### config.mk
export PLATFORM = sky130hd
export DESIGN_NAME = imu_angle_frame_parser_top
export DESIGN_NICKNAME = d
export VERILOG_FILES = /design/src/rtl/iafp_pkg.sv /design/src/rtl/iafp_core.sv /design/src/rtl/imu_angle_frame_parser_top.sv
export SDC_FILE = /design/constraint.sdc
export NUM_CORES = 1
export LEC_CHECK = 0
export BUFFER_PORTS_ARGS = -buffer_cell sky130_fd_sc_hd__buf_2
export CELL_PAD_IN_SITES_DETAIL_PLACEMENT = 0
export CELL_PAD_IN_SITES_GLOBAL_PLACEMENT = 1
export CORE_MARGIN = 3
export CORE_UTILIZATION = 51
export CTS_CLUSTER_DIAMETER = 100
export DETAILED_ROUTE_END_ITERATION = 12
export PLACE_DENSITY_LB_ADDON = 0.08
export REMOVE_ABC_BUFFERS = 1
export SLEW_MARGIN = 20
export SYNTH_ARGS = -nofsm -noshare
export SYNTH_HDL_FRONTEND = slang
export SYNTH_SLANG_ARGS = --single-unit
### constraint.sdc
create_clock -name clk -period 11.69 [get_ports clk]
set_clock_uncertainty 0.15 [all_clocks]
set_input_delay 0.5845 -clock clk [delete_from_list [all_inputs] [get_ports clk]]
set_output_delay 0.5845 -clock clk [all_outputs]
set_load 0.005 [all_outputs]
### src/rtl/iafp_pkg.sv
// ----------------------------------------------------------------------------
// iafp_pkg
// Shared types and constants for the angle frame parser: payload structs,
// sync and type codes, frame geometry.
// ----------------------------------------------------------------------------
package iafp_pkg;

  localparam int FRAME_LEN = 11;
  localparam int WIN_IDX_W = 4;

  localparam logic [7:0] SYNC_BYTE     = 8'h55;
  localparam logic [7:0] COMBINED_TYPE = 8'h61;
  localparam logic [7:0] ANGLE_TYPE    = 8'h53;

  localparam logic [3:0] COMBINED_LAST = 4'd7;
  localparam logic [3:0] INDEX_SAT     = 4'd8;
  localparam logic [3:0] LAST_POS      = 4'd10;

  localparam logic KIND_COMBINED = 1'b0;
  localparam logic KIND_CHECKED  = 1'b1;

  typedef struct packed {
    logic [7:0] rx_byte;
    logic       packet_start;
  } in_t;

  typedef struct packed {
    logic               frame_kind;
    logic signed [15:0] roll_raw;
    logic signed [15:0] pitch_raw;
    logic signed [15:0] yaw_raw;
    logic signed [15:0] temp_centi;
  } out_t;

endpackage

### src/rtl/iafp_core.sv
// ----------------------------------------------------------------------------
// iafp_core
// Window state and frame detection: takes one byte per transaction, updates
// the 11-byte window and presents at most one result combinationally.
// ----------------------------------------------------------------------------
module iafp_core (
  input  logic           clk,
  input  logic           rst,
  input  logic           in_accept,
  input  iafp_pkg::in_t  in_data,
  output logic           res_valid,
  output iafp_pkg::out_t res_data
);

  logic [7:0] win [iafp_pkg::FRAME_LEN];
  logic [7:0] win_w [iafp_pkg::FRAME_LEN];
  logic [3:0] fill;
  logic [3:0] fill_next;
  logic [3:0] pidx;
  logic [3:0] pidx_next;
  logic       combined;
  logic       combined_next;

  logic [3:0] fill_eff;
  logic [3:0] idx;
  logic       comb_eff;
  logic [3:0] pos;
  logic       wr_en;
  logic [3:0] wr_pos;
  logic       shift;
  logic       kind;
  logic [7:0] b;
  logic [11:0] sum_wide;
  logic [7:0] sum;

  assign b = in_data.rx_byte;

  // checksum over the ten bytes already held when the window completes
  always_comb begin
    sum_wide = '0;
    for (int k = 0; k < iafp_pkg::FRAME_LEN - 1; k++) begin
      sum_wide = sum_wide + {4'd0, win[k]};
    end
    sum = sum_wide[7:0];
  end

  always_comb begin
    fill_eff      = in_data.packet_start ? 4'd0 : fill;
    idx           = in_data.packet_start ? 4'd0 : pidx;
    comb_eff      = in_data.packet_start ? 1'b0 : combined;
    pidx_next     = (idx < iafp_pkg::INDEX_SAT) ? idx + 4'd1 : idx;
    pos           = (fill_eff > iafp_pkg::LAST_POS) ? iafp_pkg::LAST_POS : fill_eff;
    fill_next     = fill_eff;
    combined_next = comb_eff;
    wr_en         = 1'b0;
    wr_pos        = fill_eff;
    shift         = 1'b0;
    res_valid     = 1'b0;
    kind          = iafp_pkg::KIND_COMBINED;

    if (comb_eff) begin
      if (idx <= iafp_pkg::COMBINED_LAST && fill_eff <= iafp_pkg::LAST_POS) begin
        wr_en     = 1'b1;
        fill_next = fill_eff + 4'd1;
        if (idx == iafp_pkg::COMBINED_LAST && fill_eff == iafp_pkg::COMBINED_LAST) begin
          res_valid = 1'b1;
        end
      end
    end else if (idx == 4'd1 && fill_eff == 4'd1 && win[0] == iafp_pkg::SYNC_BYTE &&
                 b == iafp_pkg::COMBINED_TYPE) begin
      combined_next = 1'b1;
      wr_en         = 1'b1;
      wr_pos        = 4'd1;
      fill_next     = 4'd2;
    end else begin
      wr_en     = 1'b1;
      wr_pos    = pos;
      fill_next = pos + 4'd1;
      if (pos == iafp_pkg::LAST_POS) begin
        if (win[0] == iafp_pkg::SYNC_BYTE && sum == b) begin
          fill_next = 4'd0;
          if (win[1] == iafp_pkg::ANGLE_TYPE) begin
            res_valid = 1'b1;
            kind      = iafp_pkg::KIND_CHECKED;
          end
        end else begin
          // bad window: drop the oldest byte only
          shift     = 1'b1;
          fill_next = iafp_pkg::LAST_POS;
        end
      end
    end
  end

  always_comb begin
    for (int k = 0; k < iafp_pkg::FRAME_LEN; k++) begin
      win_w[k] = (wr_en && wr_pos == iafp_pkg::WIN_IDX_W'(k)) ? b : win[k];
    end
  end

  always_comb begin
    res_data.frame_kind = kind;
    res_data.roll_raw   = {win_w[3], win_w[2]};
    res_data.pitch_raw  = {win_w[5], win_w[4]};
    res_data.yaw_raw    = {win_w[7], win_w[6]};
    res_data.temp_centi = kind ? {win_w[9], win_w[8]} : 16'sd0;
  end

  always_ff @(posedge clk) begin
    if (rst) begin
      fill     <= '0;
      pidx     <= '0;
      combined <= 1'b0;
    end else if (in_accept) begin
      fill     <= fill_next;
      pidx     <= pidx_next;
      combined <= combined_next;
    end
  end

  always_ff @(posedge clk) begin
    if (in_accept) begin
      for (int k = 0; k < iafp_pkg::FRAME_LEN - 1; k++) begin
        win[k] <= shift ? win_w[k+1] : win_w[k];
      end
      win[iafp_pkg::FRAME_LEN-1] <= win_w[iafp_pkg::FRAME_LEN-1];
    end
  end

endmodule

### src/rtl/imu_angle_frame_parser_top.sv
// ----------------------------------------------------------------------------
// imu_angle_frame_parser_top
// Byte-stream parser for sensor angle packets and checksummed angle frames.
//
// Usage:
//   in channel  (in_valid/in_ready/in_data): one payload byte per transaction,
//     with packet_start set on the first byte of each notification packet.
//   out channel (out_valid/out_ready/out_data): one result per completed
//     combined packet (frame_kind 0) or good 0x53 frame (frame_kind 1).
//   Throughput: one byte per cycle while the skid entry is empty, from the
//     combinational window update and ten-byte checksum.
//   Output: a completed result is registered into the output register, or
//     into the skid entry while the output register waits on out_ready.
//   Stall: an output register plus one skid entry; in_ready drops only while
//     the skid entry is full, i.e. after two results wait behind out_ready.
//   Reset: clears window fill, packet index and combined mode; the first bytes
//     after reset are treated as the start of a packet. No clearing pass.
// ----------------------------------------------------------------------------
module imu_angle_frame_parser_top (
  input  logic           clk,
  input  logic           rst,
  input  logic           in_valid,
  output logic           in_ready,
  input  iafp_pkg::in_t  in_data,
  output logic           out_valid,
  input  logic           out_ready,
  output iafp_pkg::out_t out_data
);

  logic           in_accept;
  logic           res_valid;
  iafp_pkg::out_t res_data;
  logic           skid_valid;
  iafp_pkg::out_t skid_data;
  logic           res_take;

  assign in_ready  = !skid_valid;
  assign in_accept = in_valid && in_ready;
  assign res_take  = in_accept && res_valid;

  iafp_core u_core (
    .clk       (clk),
    .rst       (rst),
    .in_accept (in_accept),
    .in_data   (in_data),
    .res_valid (res_valid),
    .res_data  (res_data)
  );

  always_ff @(posedge clk) begin
    if (rst) begin
      out_valid  <= 1'b0;
      skid_valid <= 1'b0;
    end else if (!out_valid || out_ready) begin
      if (skid_valid) begin
        out_valid  <= 1'b1;
        skid_valid <= 1'b0;
      end else begin
        out_valid <= res_take;
      end
    end else if (res_take) begin
      skid_valid <= 1'b1;
    end
  end

  always_ff @(posedge clk) begin
    if (!out_valid || out_ready) begin
      if (skid_valid) begin
        out_data <= skid_data;
      end else if (res_take) begin
        out_data <= res_data;
      end
    end else if (res_take) begin
      skid_data <= res_data;
    end
  end

`ifndef ASSERT_OFF
  a_skid_behind_out: assert property (@(posedge clk) disable iff (rst)
    skid_valid |-> out_valid)
    else $error("skid entry held without an output transaction pending");

  a_skid_only_on_stall: assert property (@(posedge clk) disable iff (rst)
    $rose(skid_valid) |-> $past(out_valid && !out_ready && res_take))
    else $error("skid entry filled without a stalled output");

  a_no_accept_when_full: assert property (@(posedge clk) disable iff (rst)
    skid_valid && !out_ready |=> skid_valid && $stable(skid_data))
    else $error("skid entry lost while output stalled");
`endif

endmodule

Word-level counts from Yosys, hierarchy flattened
Memories as Yosys holds them, arrays and structs flattened.
Cells that the tools add are included.

storage, ports and cells
  register bits after elaboration = 141
  memory bits (writable) = 88
  bits of input ports = 13
  output and inout port bits = 67
  logic and storage cells = 134
  memories kept = 1

cells by class
  add/sub/neg operators = 12
  order comparisons = 4
  equality and inequality tests = 19
  multiplexer cells = 55
  bitwise logic cells = 1
  reduce and logical (&&, ||, !) cells = 27

memories
  name        words  bits a word  read ports  clocked after memory_dff  write ports  line             source
  u_core.win  11     8            11          0                         11           iafp_core.sv:15  logic [7:0] win [iafp_pkg::FRAME_LEN];

operators with widths
  kind                                                                              number
  8-bit 2-to-1 mux                                                                  21
  65-bit 2-to-1 mux                                                                 2
  8-bit adder                                                                       9
  4-bit 2-to-1 mux                                                                  11
  4-bit by 3-bit equality test with 1-bit output, second input constant             6
  8-bit by 7-bit equality test with 1-bit output, second input constant             3
  1-bit 2-to-1 mux                                                                  20
  1-bit logical AND                                                                 19
  4-bit equality test, second input constant                                        4
  16-bit 2-to-1 mux                                                                 1
  4-bit by 1-bit adder with 4-bit output, second input constant                     3
  4-bit by 1-bit equality test with 1-bit output, second input constant             3
  4-bit by 2-bit equality test with 1-bit output, second input constant             2
  8-bit equality test                                                               1
  4-bit > comparator, second input constant                                         1
  4-bit by 3-bit less-or-equal comparator with 1-bit output, second input constant  1
  4-bit less-or-equal comparator, second input constant                             1
  4-bit logical NOT                                                                 1
  4-bit < comparator, second input constant                                         1
  2-bit AND reduction                                                               2
  1-bit logical NOT                                                                 2
  2-bit nonzero test                                                                1
  2-bit OR reduction                                                                1
  1-bit logical OR                                                                  1
  1-bit inverter                                                                    1

Depth between registers and ports, before layout
Gate-level depths: netlist of run 1.

  depth after elaboration = 18
  depth in mapped cells = 23
  depth with buffers taken out = 21

Modules after synthesis
Synthesis of run 1 repeated with hierarchy kept, for this count alone.

second synthesis, totals
  cells, all modules = 1077
  area total of the unflattened synthesis = 12773.5 um^2

by module, submodules not included
  module                      instances  cells an instance  area an instance (um^2)  sequential area each (um^2)
  iafp_core                   1          863                7917.6                   2822.7
  imu_angle_frame_parser_top  1          214                4855.9                   3943.8

Worst setup path after synthesis of run 1
No wires, ideal clock.

  path type = register to register
  start = mem u_core.win[3][3]
  end = reg out_data[0] in the netlist's numbering, enable pin
  library setup time = 509 ps
  arrival time = 7993 ps
  required time = 11031 ps
  path slack = 3038 ps
  cell stages (with the launch flop) = 18
  buffers on the path = 0
  clock period less this slack = 8652 ps
  cells stage by stage = edfxtp_1 > fa_1 > inv_1 > fa_1 > fa_1 > fa_1 > inv_1 > fa_1 > ha_1 > nor2b_1 > o21ai_0 > nand2b_1 > a31oi_1 > xor2_2 > nand4_2 > inv_2 > o21ai_1 > a21oi_1

RTL lines
  element               line                              source
  start, declared       iafp_core.sv:15
  end signal, assigned  imu_angle_frame_parser_top.sv:69  out_data <= skid_data;
  end signal, assigned  imu_angle_frame_parser_top.sv:71  out_data <= res_data;
  end, declared         imu_angle_frame_parser_top.sv:27  output iafp_pkg::out_t out_data

==> results of run 1 <==
-- per-stage QoR --
stage,instance area (µm²),std cells
floorplan,12300,896
global placement,13200,1302
detailed placement,13200,1302
CTS,13900,1345
global route,14000,1347
finish,14000,1347
-- worst register-to-register path, stage by stage (launching register included) --
cell	delay, ns
edfxtp_1	0.46
fa_1	0.56
inv_1	0.06
fa_1	0.50
fa_1	0.51
fa_1	0.55
inv_1	0.06
fa_1	0.48
ha_1	0.36
nor2b_1	0.15
o21ai_0	0.14
nand2b_1	0.11
a31oi_1	0.28
xor2_2	0.37
nand4_2	0.76
inv_2	0.30
o21ai_1	0.19
a21oi_4	0.47
buf_4	0.50
-- layout make-up --
class,instances,area [µm²],share of cell area (%)
Sequential cell,229,6770,48.4
Inverter,70,264,1.89
Multi-Input combinational cell,597,5300,37.9
Clock buffer,34,699,5.00
Clock inverter,9,40.0,0.286
Timing Repair Buffer,89,510,3.65
Tap cell,319,399,2.85
-- power by group through the flow --
stage | logic, mW | clock network (mW) | registers (mW)
after floorplan | 0.690 | 0 | 0.957
after global placement | 0.831 | 0 | 0.966
after detailed placement | 0.835 | 0 | 0.966
after CTS | 0.845 | 0.741 | 0.949
after global routing | 0.953 | 0.772 | 0.952
final | 0.840 | 0.727 | 0.949
-- how the worst max path moves through the flow --
stage,startpoint,end,cells past startpoint
after CTS,u_core.win[3][3],out_data[18],18
after detailed placement,u_core.win[3][3],out_data[49],18
after floorplan,u_core.win[3][3],out_data[0],17
after global routing,u_core.win[3][3],out_data[40],18
after global placement,u_core.win[3][3],out_data[49],18
final,u_core.win[3][3],out_data[58],18
-- cell usage after synthesis, types with 3 or more instances --
master,count
edfxtp_1,218
mux2_2,94
nand2_1,62
inv_1,61
o221a_2,53
fa_1,50
nand3_1,50
clkbuf_1,33
nor2_1,33
o21ai_0,27
xnor2_1,22
a21oi_1,20
buf_2,19
mux2i_1,19
ha_1,18
o31ai_1,18
dfxtp_1,11
nor2b_1,11
or2_2,10
a31oi_1,8
clkinv_1,8
nand3b_1,8
o211a_1,8
o32ai_1,8
or3_1,8
nand2b_1,7
a211oi_1,5
a21o_1,5
o22ai_1,5
xor2_1,5
nor3_1,4
and2_1,3
buf_1,3
-- sequential cells by signal, summed over array words and instances, names as in the netlist --
signal,cells
u_core.combined,1
u_core.fill,4
u_core.win,88
out_data,65
skid_valid,1
out_valid,1
u_core.pidx,4
skid_data,65
-- cells by family after synthesis --
kind of cell	Yosys count	share of synthesized area, %
flip-flops	229	53.9
AND/OR/NAND/NOR	212	8.51
AO/OA/AOI/OAI	175	11.6
buffers and inverters	127	4.05
multiplexers	113	9.95
adder cells (fa/ha/maj)	68	9.77
XOR/XNOR	29	2.19
-- per-layer routing --
metal / track usage, % / vias up / part of all wire [%]
met4: 4.88 / 0 / 1.5
met2: 37.2 / 262 / 49
met5: 0 / - / 0
met1: 32.9 / 4023 / 44
met3: 3.92 / 45 / 6.1
li1: - / 3700 / -
==> results.md, run 1 <==
* Clk pwr share at approximately 29%
* Vias at roughly 8.0k
* Int Pwr at ~1.7 mW
* FF+latch count, synth at 229
* Synth warn at 0
* First-pass DRT Iterations at 5
* Routability Congestion at 0.928
* Area growth, synth to finish at 11.4%
* CTS max path bufs at 3
* Unrepaired setup endpoints after global routing: false
* Most frequent CP cell: fa_1
* Drt total wl at 29900 µm
* Clk_lat worst skew at ~0.52 ns
* Largest net degree at the start of global routing at 82
* Critical Path RT at roughly 12 ns
* Most frequent cells in the layout: edfxtp_1, mux2_2, buf_2, nand2_1, inv_1
* Fmax at between 100 and 150 MHz
* Max transition margin at a little under a third
* DR DRC count at 0
* Antenna violations before repair at 0
* Reg2reg end: out_data[58]
* Final-report setup violation count at 0
* Yosys cell types at 64
* Global-route wire length before repair at ~47000 µm
* Detail Route Antenna Nets at 0
* Core Box Area at between 20000 and 25000 µm²
* Crit-path slowest cell: nand4_2
* Number of inserted diodes at 0
* Layout cells sized above 1 at 28.8%
* Origin of the critical flop-to-flop path: u_core.win[3][3]
* Crit Path Class: reg2reg
* CP Launch Type: flip-flop
* Seq pwr share at ~38%
* Post-DP HPWL at between 15000 and 20000 µm
* CTS sink count at between 200 and 250
* CP max FO at 35
* Worst hold path stage count at 2
* Slack of the critical path at between 4 and 5 ns
* Sw frac at 31.5%
* Final worst-path cycle share at 62.8%
* Grt ovf at 0
* WL/cell at 22.2 µm
* IO Port Bufs at 79
* H-tree levels at 1
* Max Slew Vio Count at 0
* Combinational share of power at approximately a third
* Power per cell area at 180 nW/µm²
* Reg-to-reg slack, setup at 4.35 ns
* Commonest non-fill, non-tap cell in the layout: edfxtp_1
* CTS tree: built
* Ys flop type: edfxtp_1
* Post-synth top area cell: edfxtp_1
* Sequential area share after synthesis at between 50 and 60%
* Die Span Y at between 150 and 200 µm
* Cells along the critical path: fa_1 -> inv_1 -> fa_1 -> fa_1 -> fa_1 -> inv_1 -> fa_1 -> ha_1 -> nor2b_1 -> o21ai_0 -> nand2b_1 -> a31oi_1 -> xor2_2 -> nand4_2 -> inv_2 -> o21ai_1 -> a21oi_4 -> buf_4
* Mapped cell area at between 10000 and 15000 µm²
* Hold Crit Start: out_ready
* Worst-case reg-to-reg path depth at 18
* Leak at approximately 5 nW
* Root Buffer: clkbuf_16
* WHS Endpoint: skid_valid
* Setup total negative slack at 0 ns
* Critical path's largest stage delay at ~0.76 ns
* Std cell rows at 56
* Fin crit period at approximately 7.3 ns
* Ys async rst share at 0%
* Post-place setup slack at approximately 3.8 ns
* Post-synth top area share at about 52%
* Drt via density at between 5 and 6
* Number of global-route vias before repair at between 8k and 9k
* Initial Util at a little over half
* Number of DRC markers in iteration 0 at between 600 and 700
* Post-synth EDFFs at ~220
* Die Wd at roughly 160 µm
* Peak supply drop at 185 µV
* TritonCTS Buffers at 25
* Cell family with most CP delay: adder cells
* Synth area leaders: edfxtp_1, mux2_2, fa_1
* Hold Slack at between 0.1 and 0.15 ns
* Max-cap violations at 0
* Clk pin slew, worst setup/hold paths at approximately 0.060 ns
* Post-CTS Setup Bufs at 0
* Die ar. at ~27000 µm²
* Switch Pwr at 0.792 mW
* Post-Syn Instances at approximately 950
* Post-CTS Resized at 0
* Final core utilization at about three fifths
* Io pins at 80
* Outcome: finished, final reports clean
* Total GRT Usage at 22.9%
* Final hold violation count at 0
* Critical Path AT at about 7.4 ns
* HP Class: in2reg
* CTS Hold Buffers Added at 0
* CP bufs+invs at 4
* Measured slew at the worst slew-check pin at 1.02 ns
* FILL cells at roughly 2.0k
* PnR Total Power at between 2 and 3 mW
* Crit path capture type: flip-flop
* Fin nets at between 1k and 1.5k
* Syn avg cell area at between 10 and 15 µm²
(Power assumes the default switching activity.)
==> run 2, diff against run 1 <==
--- a/config.mk
+++ b/config.mk
@@ -9,7 +9,7 @@
 export CELL_PAD_IN_SITES_DETAIL_PLACEMENT = 0
 export CELL_PAD_IN_SITES_GLOBAL_PLACEMENT = 1
 export CORE_MARGIN = 3
-export CORE_UTILIZATION = 51
+export CORE_UTILIZATION = 46
 export CTS_CLUSTER_DIAMETER = 100
 export DETAILED_ROUTE_END_ITERATION = 12
 export PLACE_DENSITY_LB_ADDON = 0.08
==> constraint.sdc (replaced) <==
create_clock -name clk -period 6.6 [get_ports clk]
set_clock_uncertainty 0.15 [all_clocks]
set_input_delay 0.33 -clock clk [delete_from_list [all_inputs] [get_ports clk]]
set_output_delay 0.33 -clock clk [all_outputs]
set_load 0.005 [all_outputs]
==> results.md, run 2 (synthesis results as in run 1) <==
* Crit Path Class: reg2reg
* Grt ovf at 0
* Final-report setup violation count at 0
* Inst Count DP at between 1k and 1.5k
* Clk pin slew, worst setup/hold paths at approximately 0.060 ns
* Critical Path AT at approximately 6.2 ns
* Origin of the critical flop-to-flop path: u_core.win[3][3]
* Routability Congestion at 0.839
* Max FFs per register at 88
* Fin crit period at ~6 ns
* CTS tree: built
* CP max FO at 32
* Die Wd at about 170 µm
* Critical Path RT at around 6.7 ns
* Most flops, register: u_core.win
* Std cell rows at a little under 60
* Final hold violation count at 0
* Number of DRC markers in iteration 0 at about 540
* Die Span Y at about 170 µm
* Max Slew Vio Count at 0
* Leak at approximately 5.3 nW
* Total GRT Usage at a little over a fifth
* CTS sink count at around 230
* Measured slew at the worst slew-check pin at 1.04 ns
* Final cell count without fillers at approximately 1.4k
* HP Class: in2reg
* Fmax at about 160 MHz
* Crit path capture type: flip-flop
* Number of global-route vias before repair at a little over 8k
* Regs by FF count: u_core.win: 88 flops, out_data: 65 flops, skid_data: 65 flops
* Vias at between 8k and 9k
* Power per cell area at ~330 nW/µm²
* Core Box Area at between 20000 and 30000 µm²
* Post-CTS Resized at 0
* Largest net degree at the start of global routing at 52
* Post-CTS Setup Bufs at 0
* Final worst-path cycle share at approximately 92%
* Layout cells sized above 1 at a little under a third
* Io pins at 80
* CTS max path bufs at 3
* Worst Setup SP: u_core.win[3][3]
* Root Buffer: clkbuf_16
* IO Port Bufs at 79
* Most frequent cells in the layout: edfxtp_1, mux2_2, buf_2, nand2_1, inv_1
* Die ar. at around 30000 µm²
* Final core utilization at about 54%
* Unrepaired setup endpoints after global routing: false
* Antenna violations before repair at 0
* Global-route wire length before repair at 49100 µm
* DR DRC count at 0
* Outcome: finished, final reports clean
* H-tree levels at 1
* Clk_lat worst skew at 0.54 ns
* Max transition margin at a little under a third
* Drt total wl at ~30000 µm
* TritonCTS Buffers at 27
* Hold Crit Start: in_valid
* Max-cap violations at 0
* Initial Util at about 48%
* WL/cell at between 20 and 25 µm
* Area growth, synth to finish at 13.8%
* Commonest non-fill, non-tap cell in the layout: edfxtp_1
* Detail Route Antenna Nets at 0
* Number of inserted diodes at 0
* Drt via density at roughly 6
* CP Launch Type: flip-flop
* Post-DP HPWL at between 20000 and 25000 µm
* Fin nets at 1114
* Setup total negative slack at 0 ns
* Peak supply drop at roughly 280 µV
* First-pass DRT Iterations at 5
==> run 2: cell type report <==
class,instances,area (µm²)
Clock buffer,33,698
Clock inverter,13,145
Fill cell,2280,12100
Inverter,70,264
Multi-Input combinational cell,597,5300
Sequential cell,229,6770
Tap cell,335,419
Timing Repair Buffer,108,693
==> run 2: worst paths after layout <==
kind | endpoint | slack [ns] | cells after the start
setup / recovery | out_data[43] | 0.51 | 18
hold / removal | out_valid | 0.12 | 3
setup reg to reg | out_data[43] | 0.51 | 18
hold reg to reg | skid_valid | 0.32 | 2
==> run 2: metal layers <==
layer | share of wire [%] | global-route usage, % | up-vias
met2 | 47 | 34.8 | 232
met4 | 1.8 | 4.79 | 0
met3 | 5.0 | 2.78 | 42
met1 | 46 | 31.4 | 4133
li1 | - | - | 3748
met5 | 0 | 0 | -
==> run 2: repair_timing <==
item                                   in CTS  in global routing
endpoints found under the hold margin       5                  0
setup endpoints to repair                   0                  0
hold buffers                                2                  0
==> run 2: where the power goes <==
| part | internal, mW | switching [mW] |
|---|---|---|
| Sequential | 1.64 | 0.0499 |
| Clock | 0.863 | 0.595 |
| Combinational | 0.691 | 0.819 |
==> run 2: worst max-delay path, cell delays in order, from the launching register on <==
cell and delay [ns]:
edfxtp_1 0.45, fa_1 0.57, inv_1 0.06, fa_1 0.50, fa_1 0.52, fa_1 0.55
inv_1 0.06, fa_1 0.47, ha_1 0.36, nor2b_1 0.15, o21ai_0 0.14, nand2b_1 0.12
a31oi_1 0.31, xor2_2 0.36, nand4_2 0.19, inv_2 0.12, o21ai_1 0.15, a21oi_4 0.26
buf_12 0.23
==> run 2: through the flow <==
step / setup slack, ns / cell area [µm²] / power [mW] / hold WS [ns]
after global placement: 0.543 / 13400 / 3.22 / 0.327
after detailed placement: 0.534 / 13400 / 3.23 / 0.324
final: 0.513 / 14300 / 4.65 / 0.121
after CTS: 0.482 / 14300 / 4.70 / 0.111
after global routing: 0.0954 / 14300 / 4.96 / 0.158
after floorplan: -2.50 / 12300 / 2.92 / 0.249
